==> src/sv/table_lagged_fibonacci_rng_assert.svh <==
// Assertion macros shared by the table lagged Fibonacci RNG RTL.
// Expects clk_i and rst_ni in the scope of every use; no other dependencies.
`ifndef TABLE_LAGGED_FIBONACCI_RNG_ASSERT_SVH
`define TABLE_LAGGED_FIBONACCI_RNG_ASSERT_SVH

// Same-cycle implication, checked outside reset.
`define TLFR_ASSERT_NOW(lbl, ante, cons, msg) \
  lbl: assert property (@(posedge clk_i) disable iff (!rst_ni) (ante) |-> (cons)) \
    else $error(msg);

// Next-cycle implication, checked outside reset.
`define TLFR_ASSERT_NEXT(lbl, ante, cons, msg) \
  lbl: assert property (@(posedge clk_i) disable iff (!rst_ni) (ante) |=> (cons)) \
    else $error(msg);

`endif

==> src/sv/tlfr_pkg.sv <==
// Package for the table lagged Fibonacci RNG: widths, tap constants,
// the 256-byte permutation table and the status struct of the seed unit. No dependencies.
package tlfr_pkg;

  localparam int unsigned NUM_TAPS  = 4;
  localparam int unsigned WORD_W    = 32;
  localparam int unsigned OFS_W     = 8;
  localparam int unsigned ROM_BYTES = 256;
  localparam int unsigned ROM_WORDS = ROM_BYTES / 4;
  localparam int unsigned ROM_AW    = $clog2(ROM_WORDS);

  // Item codes on func.
  localparam logic FUNC_SEED = 1'b0;
  localparam logic FUNC_DRAW = 1'b1;

  // Tap order: index 0 = a, 1 = b, 2 = c, 3 = d.
  localparam logic [NUM_TAPS-1:0][OFS_W-1:0] TAP_STEP = {8'd28, 8'd24, 8'd12, 8'd4};
  localparam logic [NUM_TAPS-1:0][OFS_W-1:0] TAP_WRAP = {8'd244, 8'd236, 8'd212, 8'd188};
  localparam int unsigned SEED_MOD [NUM_TAPS] = '{47, 53, 59, 61};

  localparam logic [7:0] PERM_ROM [ROM_BYTES] = '{
    8'h8E, 8'h14, 8'h27, 8'h99, 8'hFD, 8'hAA, 8'hC7, 8'h08,
    8'hD5, 8'hE6, 8'h3E, 8'h1F, 8'hF6, 8'hBB, 8'h55, 8'hDA,
    8'h75, 8'hA0, 8'h4A, 8'h6A, 8'hE8, 8'hBD, 8'h97, 8'hFF,
    8'hDE, 8'h9B, 8'hBC, 8'h9F, 8'h81, 8'h8A, 8'hA1, 8'h46,
    8'h6E, 8'h0B, 8'hE3, 8'h63, 8'h76, 8'h7A, 8'h6C, 8'h5D,
    8'h88, 8'hD3, 8'h69, 8'hCA, 8'hC3, 8'h47, 8'hB9, 8'h25,
    8'h83, 8'hAB, 8'hA2, 8'h3F, 8'hA6, 8'h41, 8'h7C, 8'hBA,
    8'hE5, 8'hAC, 8'h95, 8'h01, 8'h7E, 8'hCF, 8'h09, 8'hC1,
    8'hD9, 8'h62, 8'h70, 8'h71, 8'h8D, 8'hDB, 8'h05, 8'h02,
    8'h24, 8'h87, 8'hEF, 8'h54, 8'hC6, 8'hD4, 8'h37, 8'h30,
    8'hD0, 8'h1B, 8'hCB, 8'h7B, 8'hB8, 8'hE4, 8'hD8, 8'hEC,
    8'h49, 8'hCE, 8'hAD, 8'hDC, 8'h13, 8'hA9, 8'h94, 8'hC4,
    8'h8F, 8'h39, 8'hAE, 8'h0D, 8'h18, 8'h52, 8'hDD, 8'h0E,
    8'h78, 8'hFA, 8'hF5, 8'h85, 8'h58, 8'hD2, 8'hAF, 8'h6D,
    8'hA4, 8'hB2, 8'h53, 8'h3B, 8'h51, 8'hA5, 8'h50, 8'hBE,
    8'hFC, 8'h2D, 8'hF4, 8'h11, 8'h48, 8'h98, 8'h16, 8'hF1,
    8'h86, 8'hDF, 8'h3D, 8'h66, 8'h5E, 8'h44, 8'h2E, 8'h2F,
    8'h36, 8'h07, 8'h6B, 8'h17, 8'h8B, 8'h29, 8'h4C, 8'hB6,
    8'hE2, 8'h89, 8'h5F, 8'hE7, 8'hCD, 8'hA7, 8'h21, 8'hE1,
    8'h4D, 8'hC9, 8'h65, 8'hED, 8'hFE, 8'hEE, 8'h9C, 8'h23,
    8'h33, 8'h7D, 8'hB7, 8'h04, 8'h9E, 8'h9A, 8'h2A, 8'h40,
    8'hB3, 8'h10, 8'h5B, 8'hF3, 8'h82, 8'h77, 8'h1C, 8'h92,
    8'h20, 8'h4E, 8'h1E, 8'h57, 8'h22, 8'h72, 8'h06, 8'h8C,
    8'h67, 8'h2C, 8'h73, 8'hFB, 8'h59, 8'hC2, 8'h0A, 8'hBF,
    8'h79, 8'h5C, 8'hF9, 8'h0C, 8'h28, 8'h1A, 8'h12, 8'h68,
    8'h74, 8'h34, 8'h19, 8'h42, 8'hB1, 8'hC0, 8'h84, 8'hF8,
    8'h38, 8'hF0, 8'h15, 8'h9D, 8'h60, 8'hF2, 8'h3A, 8'h6F,
    8'hB4, 8'h90, 8'hEB, 8'h91, 8'h1D, 8'h7F, 8'h35, 8'h61,
    8'h5A, 8'h32, 8'h03, 8'h56, 8'hA3, 8'hC5, 8'h2B, 8'h93,
    8'h80, 8'h0F, 8'h4B, 8'h43, 8'hF7, 8'hA8, 8'hE0, 8'h3C,
    8'h96, 8'hD1, 8'h64, 8'h26, 8'hD7, 8'h45, 8'hCC, 8'h4F,
    8'hC8, 8'hB0, 8'hE9, 8'hB5, 8'h00, 8'hD6, 8'h31, 8'hEA
  };

  // Little-endian dword at an aligned word index.
  function automatic logic [WORD_W-1:0] rom_word(input logic [ROM_AW-1:0] idx);
    rom_word = {PERM_ROM[{idx, 2'd3}], PERM_ROM[{idx, 2'd2}],
                PERM_ROM[{idx, 2'd1}], PERM_ROM[{idx, 2'd0}]};
  endfunction

  // Status of the seed reduction unit toward the top level.
  typedef struct packed {
    logic                               busy;
    logic                               valid;
    logic [NUM_TAPS-1:0][OFS_W-1:0]     ofs;
  } seed_ofs_t;

endpackage

==> src/sv/tlfr_seed_mod.sv <==
// Seed reduction: four byte offsets 4*(seed mod m) over a two-register pipeline.
// Depends on tlfr_pkg.
module tlfr_seed_mod (
  input  logic                        clk_i,
  input  logic                        rst_ni,
  input  logic                        start_i,
  input  logic [tlfr_pkg::WORD_W-1:0] seed_i,
  output tlfr_pkg::seed_ofs_t         status_o
);
  import tlfr_pkg::*;

  logic                 v1_q, v2_q;
  logic [15:0]          wsum1_q [NUM_TAPS];
  logic [15:0]          wsum2_q [NUM_TAPS];
  logic [9:0]           quot_q  [NUM_TAPS];

  always_ff @(posedge clk_i or negedge rst_ni) begin
    if (!rst_ni) begin
      v1_q <= 1'b0;
      v2_q <= 1'b0;
    end else begin
      v1_q <= start_i;
      v2_q <= v1_q;
    end
  end

  for (genvar g = 0; g < NUM_TAPS; g++) begin : g_lane
    localparam int unsigned M      = SEED_MOD[g];
    localparam logic [15:0] C1     = 16'(256 % M);
    localparam logic [15:0] C2     = 16'(65536 % M);
    localparam logic [15:0] C3     = 16'((2 ** 24) % M);
    localparam logic [31:0] RCP    = 32'((2 ** 22) / M);
    localparam logic [15:0] MOD16  = 16'(M);
    localparam logic [6:0]  MOD7   = 7'(M);

    logic [15:0] wsum_d;
    logic [31:0] prod;
    logic [15:0] rem16;
    logic [6:0]  rem7;
    logic [6:0]  rem_fix;

    // Fold bytes with their weights 256^k mod m; the sum stays below 2^16.
    assign wsum_d = 16'(seed_i[7:0]) + 16'(seed_i[15:8]) * C1
                  + 16'(seed_i[23:16]) * C2 + 16'(seed_i[31:24]) * C3;
    assign prod   = 32'(wsum1_q[g]) * RCP;

    always_ff @(posedge clk_i) begin
      if (start_i) begin
        wsum1_q[g] <= wsum_d;
      end
      if (v1_q) begin
        wsum2_q[g] <= wsum1_q[g];
        quot_q[g]  <= prod[31:22];
      end
    end

    // Estimated quotient is exact or one short: one correction step.
    assign rem16   = wsum2_q[g] - 16'(quot_q[g]) * MOD16;
    assign rem7    = rem16[6:0];
    assign rem_fix = (rem7 >= MOD7) ? rem7 - MOD7 : rem7;
    assign status_o.ofs[g] = {rem_fix[5:0], 2'b00};
  end

  assign status_o.busy  = v1_q | v2_q;
  assign status_o.valid = v2_q;

endmodule

==> config.mk <==
export PLATFORM = sky130hd
export DESIGN_NAME = tlfr_seed_mod
export DESIGN_NICKNAME = d
export VERILOG_FILES = /design/src/sv/table_lagged_fibonacci_rng_assert.svh /design/src/sv/tlfr_pkg.sv /design/src/sv/tlfr_seed_mod.sv
export SDC_FILE = /design/constraint.sdc
export NUM_CORES = 2
export LEC_CHECK = 0
export ABC_AREA = 1
export BUFFER_PORTS_ARGS = -buffer_cell sky130_fd_sc_hd__buf_2
export CAP_MARGIN = 30
export CORE_MARGIN = 8
export CORE_UTILIZATION = 45
export CTS_BUF_LIST = sky130_fd_sc_hd__clkbuf_4
export DETAILED_ROUTE_END_ITERATION = 12
export GPL_ROUTABILITY_DRIVEN = 0
export GPL_TIMING_DRIVEN = 0
export SLEW_MARGIN = 5
export SYNTH_ARGS = -nofsm -noshare
export SYNTH_HDL_FRONTEND = slang
export SYNTH_SLANG_ARGS = --single-unit
export TNS_END_PERCENT = 100
==> constraint.sdc <==
create_clock -name clk_i -period 8.1 [get_ports clk_i]
set_input_delay 1.62 -clock clk_i [delete_from_list [all_inputs] [get_ports clk_i]]
set_output_delay 1.62 -clock clk_i [all_outputs]
set_load 0.05 [all_outputs]
After elaboration in Yosys (flattened, before gate mapping)
Memory sizes are Yosys's and may differ from the RTL's.
Cells that the tools add are included.
{"block": "classes", "order_cmp": 4, "n_addsub": 20, "mux": 8, "n_bitwise": 1, "multipliers": 19}
{"operator": "multiplier 16 x 17 -> 32 bit, second input constant", "count": 3}
{"operator": "multiplier 8 x 4 -> 12 bit, second input constant", "count": 4}
{"operator": "multiplier 10 x 6 -> 7 bit, second input constant", "count": 4}
{"operator": "multiplier 8 x 3 -> 11 bit, second input constant", "count": 3}
{"operator": "adder 14 x 13 -> 15 bit", "count": 2}
{"operator": "multiplier 16 x 14 -> 29 bit, second input constant", "count": 1}
{"operator": "adder 8 x 13 -> 14 bit", "count": 2}
{"operator": ">= comparator 7 x 6 -> 1 bit, second input constant", "count": 4}
{"operator": "subtractor 7 bit", "count": 4}
{"operator": "multiplier 8 x 5 -> 13 bit, second input constant", "count": 2}
{"operator": "two-way mux 6 bit", "count": 4}
{"operator": "subtractor 6 bit, second input constant", "count": 4}
{"operator": "adder 15 x 13 -> 16 bit", "count": 1}
{"operator": "adder 15 x 14 -> 16 bit", "count": 1}
{"operator": "adder 15 x 9 -> 16 bit", "count": 1}
{"operator": "adder 16 x 12 -> 16 bit", "count": 1}
{"operator": "adder 14 x 14 -> 15 bit", "count": 1}
{"operator": "adder 8 x 14 -> 15 bit", "count": 1}
{"operator": "adder 13 x 13 -> 14 bit", "count": 1}
{"operator": "multiplier 8 x 6 -> 14 bit, second input constant", "count": 1}
{"operator": "adder 8 x 12 -> 13 bit", "count": 1}
{"operator": "multiplier 8 x 2 -> 10 bit, second input constant", "count": 1}
{"operator": "two-way mux 1 bit", "count": 4}
{"operator": "OR 1 bit", "count": 1}
{"block": "totals", "memories": 3, "input_bits": 35, "ram_bits": 168, "register_bits": 2}
{"memory": "wsum1_q", "depth": 4, "word_bits": 16, "read_ports": 4, "rd_clocked_by_memory_dff": 0, "write_ports": 4, "line": "tlfr_seed_mod.sv:13", "rtl": "logic [15:0] wsum1_q [NUM_TAPS];"}
{"memory": "wsum2_q", "depth": 4, "word_bits": 16, "read_ports": 4, "rd_clocked_by_memory_dff": 0, "write_ports": 4, "line": "tlfr_seed_mod.sv:14", "rtl": "logic [15:0] wsum2_q [NUM_TAPS];"}
{"memory": "quot_q", "depth": 4, "word_bits": 10, "read_ports": 4, "rd_clocked_by_memory_dff": 0, "write_ports": 4, "line": "tlfr_seed_mod.sv:15", "rtl": "logic [9:0] quot_q [NUM_TAPS];"}

Depth between registers and ports, before layout
An unclocked memory read counts as a cell.
{"block": "depth", "depth_word": 5, "depth_mapped": 28, "depth_no_buf": 28}

Least setup slack after synthesis
Ideal clock, no wire load.
{"block": "synth_timing", "kind": "input to register", "startpoint": "input port seed_i[17] (netlist name)", "endpoint": "memory wsum1_q[2][11], data pin", "arrival_ns": 6.655, "t_required_ns": 7.836, "cell_stages": 22, "slack_ns": 1.182, "setup_ns": 0.264, "path_cell_list": "ha_1 inv_1 fa_1 fa_1 inv_1 ha_1 nand3_1 nand3_1 xor2_1 fa_1 inv_1 fa_1 fa_1 inv_1 fa_1 inv_1 ha_1 nand2_1 o21ai_0 a21o_1 a31oi_1 xor2_1"}
{"item": "start: declaration", "line": "tlfr_seed_mod.sv:7", "rtl": "input logic [tlfr_pkg::WORD_W-1:0] seed_i,"}
{"item": "end: declaration", "line": "tlfr_seed_mod.sv:13"}

==> impl_metrics.ini <==
[synthesis]
synth_area_um2 = 31800
synth_area_per_cell_um2 = 8.99
synth_adder_area_share_pct = 55.4
yosys_warnings = 0
synth_top_flop_cell = sky130_fd_sc_hd__edfxtp_1
synth_mux_area_share_pct = 0.0315
synth-compound-area-share_pct = 6.40
combinational_family_with_the_most_area_after_synthesis = adder cells
number_of_enable_type_register_cells_in_the_synthesized_netlist = 116
synth_top_area_share_pct = 29.7
syn-instance-count = 3531
cell_types_occupying_the_most_area_after_synthesis = sky130_fd_sc_hd__ha_1 30%, sky130_fd_sc_hd__fa_1 26%, sky130_fd_sc_hd__edfxtp_1 11%
synth_xor_area_share_pct = 5.19
synth-async-reset-ratio_pct = 1.69
synth_area_leader_cell = sky130_fd_sc_hd__ha_1
yosysUniqueCellTypes = 51
synthSimpleGateAreaFrac_pct = 10.7
ys_seq_area_share_pct = 11.1
synth_seq_cells = 118

[worst_setup_path]
crit_required_ns = 8.54
crit_path_max_incr_delay_ns = 0.54
cpMaxStageDelayCell = sky130_fd_sc_hd__fa_1
worst-path-buf-inv = 6
timing.rr.start = wsum1_q[0][3]
path_common_cell = sky130_fd_sc_hd__fa_1
timing.critical_path.from_type = input port
cp_top_family = adder cells
category_of_the_most_critical_setup_path = input port to flip-flop
crit_chain = buf_2 > ha_1 > inv_1 > fa_1 > fa_1 > inv_1 > ha_1 > nand3_1 > nand3_1 > xor2_1 > fa_1 > inv_1 > fa_1 > fa_1 > inv_1 > fa_1 > inv_1 > ha_1 > nand2_1 > o21ai_0 > a21o_1 > a31oi_1 > xor2_1
critical_path.endpoint_type = flip-flop
cp-startpoint = seed_i[19]
critPathArrivalTime_ns = 7.21
timing.critical_path.fanout_max = 9

[timing]
min_period_ns = 6.77
tightest_slew_ns = 0.842
unrepaired_setup_endpoints_after_global_routing = no
final-max-slew-violation-count = 0
final_period_util_pct = 83.6
fmax_ghz = 0.148
slew_headroom_pct = 43.9
worst_clock_skew_ns = 0.0377
setup_viol = 0
timing_hold_violations_final = 0
setup_total_negative_slack_ns = 0

[clock_network]
cts-hold-fix-buffers = 0
total_of_cells_resized_after_clock_tree_synthesis = 0
ctsLongestPathBuffers = 2
path_clk_slew_ns = 0.12
ctsRootBufferMaster = sky130_fd_sc_hd__clkbuf_4
post_cts_buffers = 0
cts-buffers-inserted = 17
clock_insertion_delay_worst_skew_ns = 0.71
cts.sinks = 118
htreeDepth = 4
cts_tree = built

[die]
die-height_um = 282
coreArea_um2 = 69900
fp.dieW_um = 282
floorplan.initialDensity_pct = 45.4
fp-row-count = 97
io_pins = 69
die-area_um2 = 79300

[global_routing]
grt_overflow_total = 0
grt.total_usage_pct = 17.2
grt_antenna_before_repair = 2
grt_pass1_vias = 22700
grt_pass1_wl_mm = 110
pin_count_of_the_biggest_net_entering_global_routing = 63

[route]
route.detailed.wl_per_inst_um = 14.3
final_routed_drc_violation_total = 0
detailroute.via_count = 22200
drt-total-wl_mm = 65.5
via_per_inst = 4.86
final_antenna_net_count = 0
drt-pass1-iter-count = 5
drt_iter0_drc = 873

[finish]
area_growth_pct = 5.75
nets = 4815
share_of_final_layout_standard_cells_stronger_than_drive_strength_1_pct = 3.94

[placed_design]
io_buffers = 60
hpwl_after_dpl_mm = 57.7

[run]
max_cap_viol_count = 0

[run_status]
run_status = completed

[hold_path]
min_path_type = input port to async pin
cell families after synthesis:
family,count (synthesis)
multiplexers,1
adder cells (fa/ha/maj),1162
AND/OR/NAND/NOR,783
flip-flops,118
AO/OA/AOI/OAI,353
buffers and inverters,933
XOR/XNOR,180
other,1
routing by layer:
layer / GRT usage [%] / wire length, um / up-vias
met5: 0 / 0 / -
met4: 4.09 / 1150 / 0
met3: 2.40 / 2510 / 62
met2: 28.4 / 29700 / 309
met1: 23.7 / 32200 / 10500
li1: - / - / 11400
flip-flops by register name (all words and copies together) (netlist names):
name	count
quot_q	28
v1_q	1
v2_q	1
wsum1_q	61
wsum2_q	27
metrics by stage:
| stage | utilization, % | instance area, um2 | setup WS (ns) | instances | hold WS [ns] |
|---|---|---|---|---|---|
| after floorplan | - | 31800 | 1.18 | 3538 | 0.541 |
| after global placement | 47.6 | 33300 | 0.595 | 4538 | 0.733 |
| after detailed placement | 47.6 | 33300 | 0.579 | 4539 | 0.727 |
| after CTS | 48.0 | 33600 | 1.40 | 4571 | 0.586 |
| after global routing | 48.0 | 33600 | 1.10 | 4575 | 0.599 |
| final | 48.0 | 33600 | 1.33 | 4575 | 0.696 |
cells in the final DEF, fill, tap and decap left out, drive strengths merged:
cell type    n
a221oi       2
and3         1
a31oi       19
nand2      446
conb         8
xor2       116
bufinv       2
o21ai       86
inv        925
o21bai      17
a21oi      172
nand4       44
and2         1
o21a         7
diode        4
dfrtp        2
nor3b        3
o2111ai      3
mux2i        1
buf         70
edfxtp     116
clkbuf      18
nand3b      10
nor2       108
nand3      123
a31o         1
xnor2       64
fa         407
a211oi       4
clkinv       7
o211ai       9
a21boi       3
a21o        25
or2         13
nor4         6
clkinvlp     4
ha         755
o31ai        5
nor3        28
cell type report:
cell class / instances / area (um2)
timing repair buffer: 61 / 323
clock buffer: 18 / 135
antenna: 4 / 10.0
multi-input combinational: 2487 / 24700
inverter: 924 / 3470
buffer: 9 / 67.6
tap: 940 / 1180
sequential: 118 / 3530
clock inverter: 14 / 153
fill: 6851 / 36300
synthesized netlist by cell type (all sizes together) (4+ instances only):
master	count
or2	13
o21bai	17
inv	923
o21ai	86
xnor2	64
nand2	446
nor2	108
nand4	44
o31ai	5
o21a	7
ha	755
a211oi	4
nand3	123
nand3b	10
xor2	116
a21o	25
fa	407
a21oi	172
a31oi	19
nor3	28
edfxtp	116
buf	9
nor4	6
o211ai	9
final timing paths:
| kind | end | slack [ns] | cells past startpoint |
|---|---|---|---|
| worst max register to register | quot_q[0][2] | 2.77 | 19 |
| max in group asynchronous | v1_q | 7.29 | 1 |
| worst min-delay path | v2_q | 0.70 | 1 |
| worst min register to register | v2_q | 0.72 | 0 |
| min in group clk_i | v2_q | 0.72 | 0 |
| worst max-delay path | wsum1_q[2][11] | 1.33 | 23 |
worst register-to-register path: cells and delay by family (launching register included):
kind	cells	cell delay, ns
adder cells (fa/ha/maj)	7	3.30
flip-flops	1	0.63
buffers and inverters	2	0.12
AND/OR/NAND/NOR	9	0.92
AO/OA/AOI/OAI	1	0.11
Power is not shown: default switching activity piles up to over one toggle a cycle in this logic, so the estimate is an artifact.
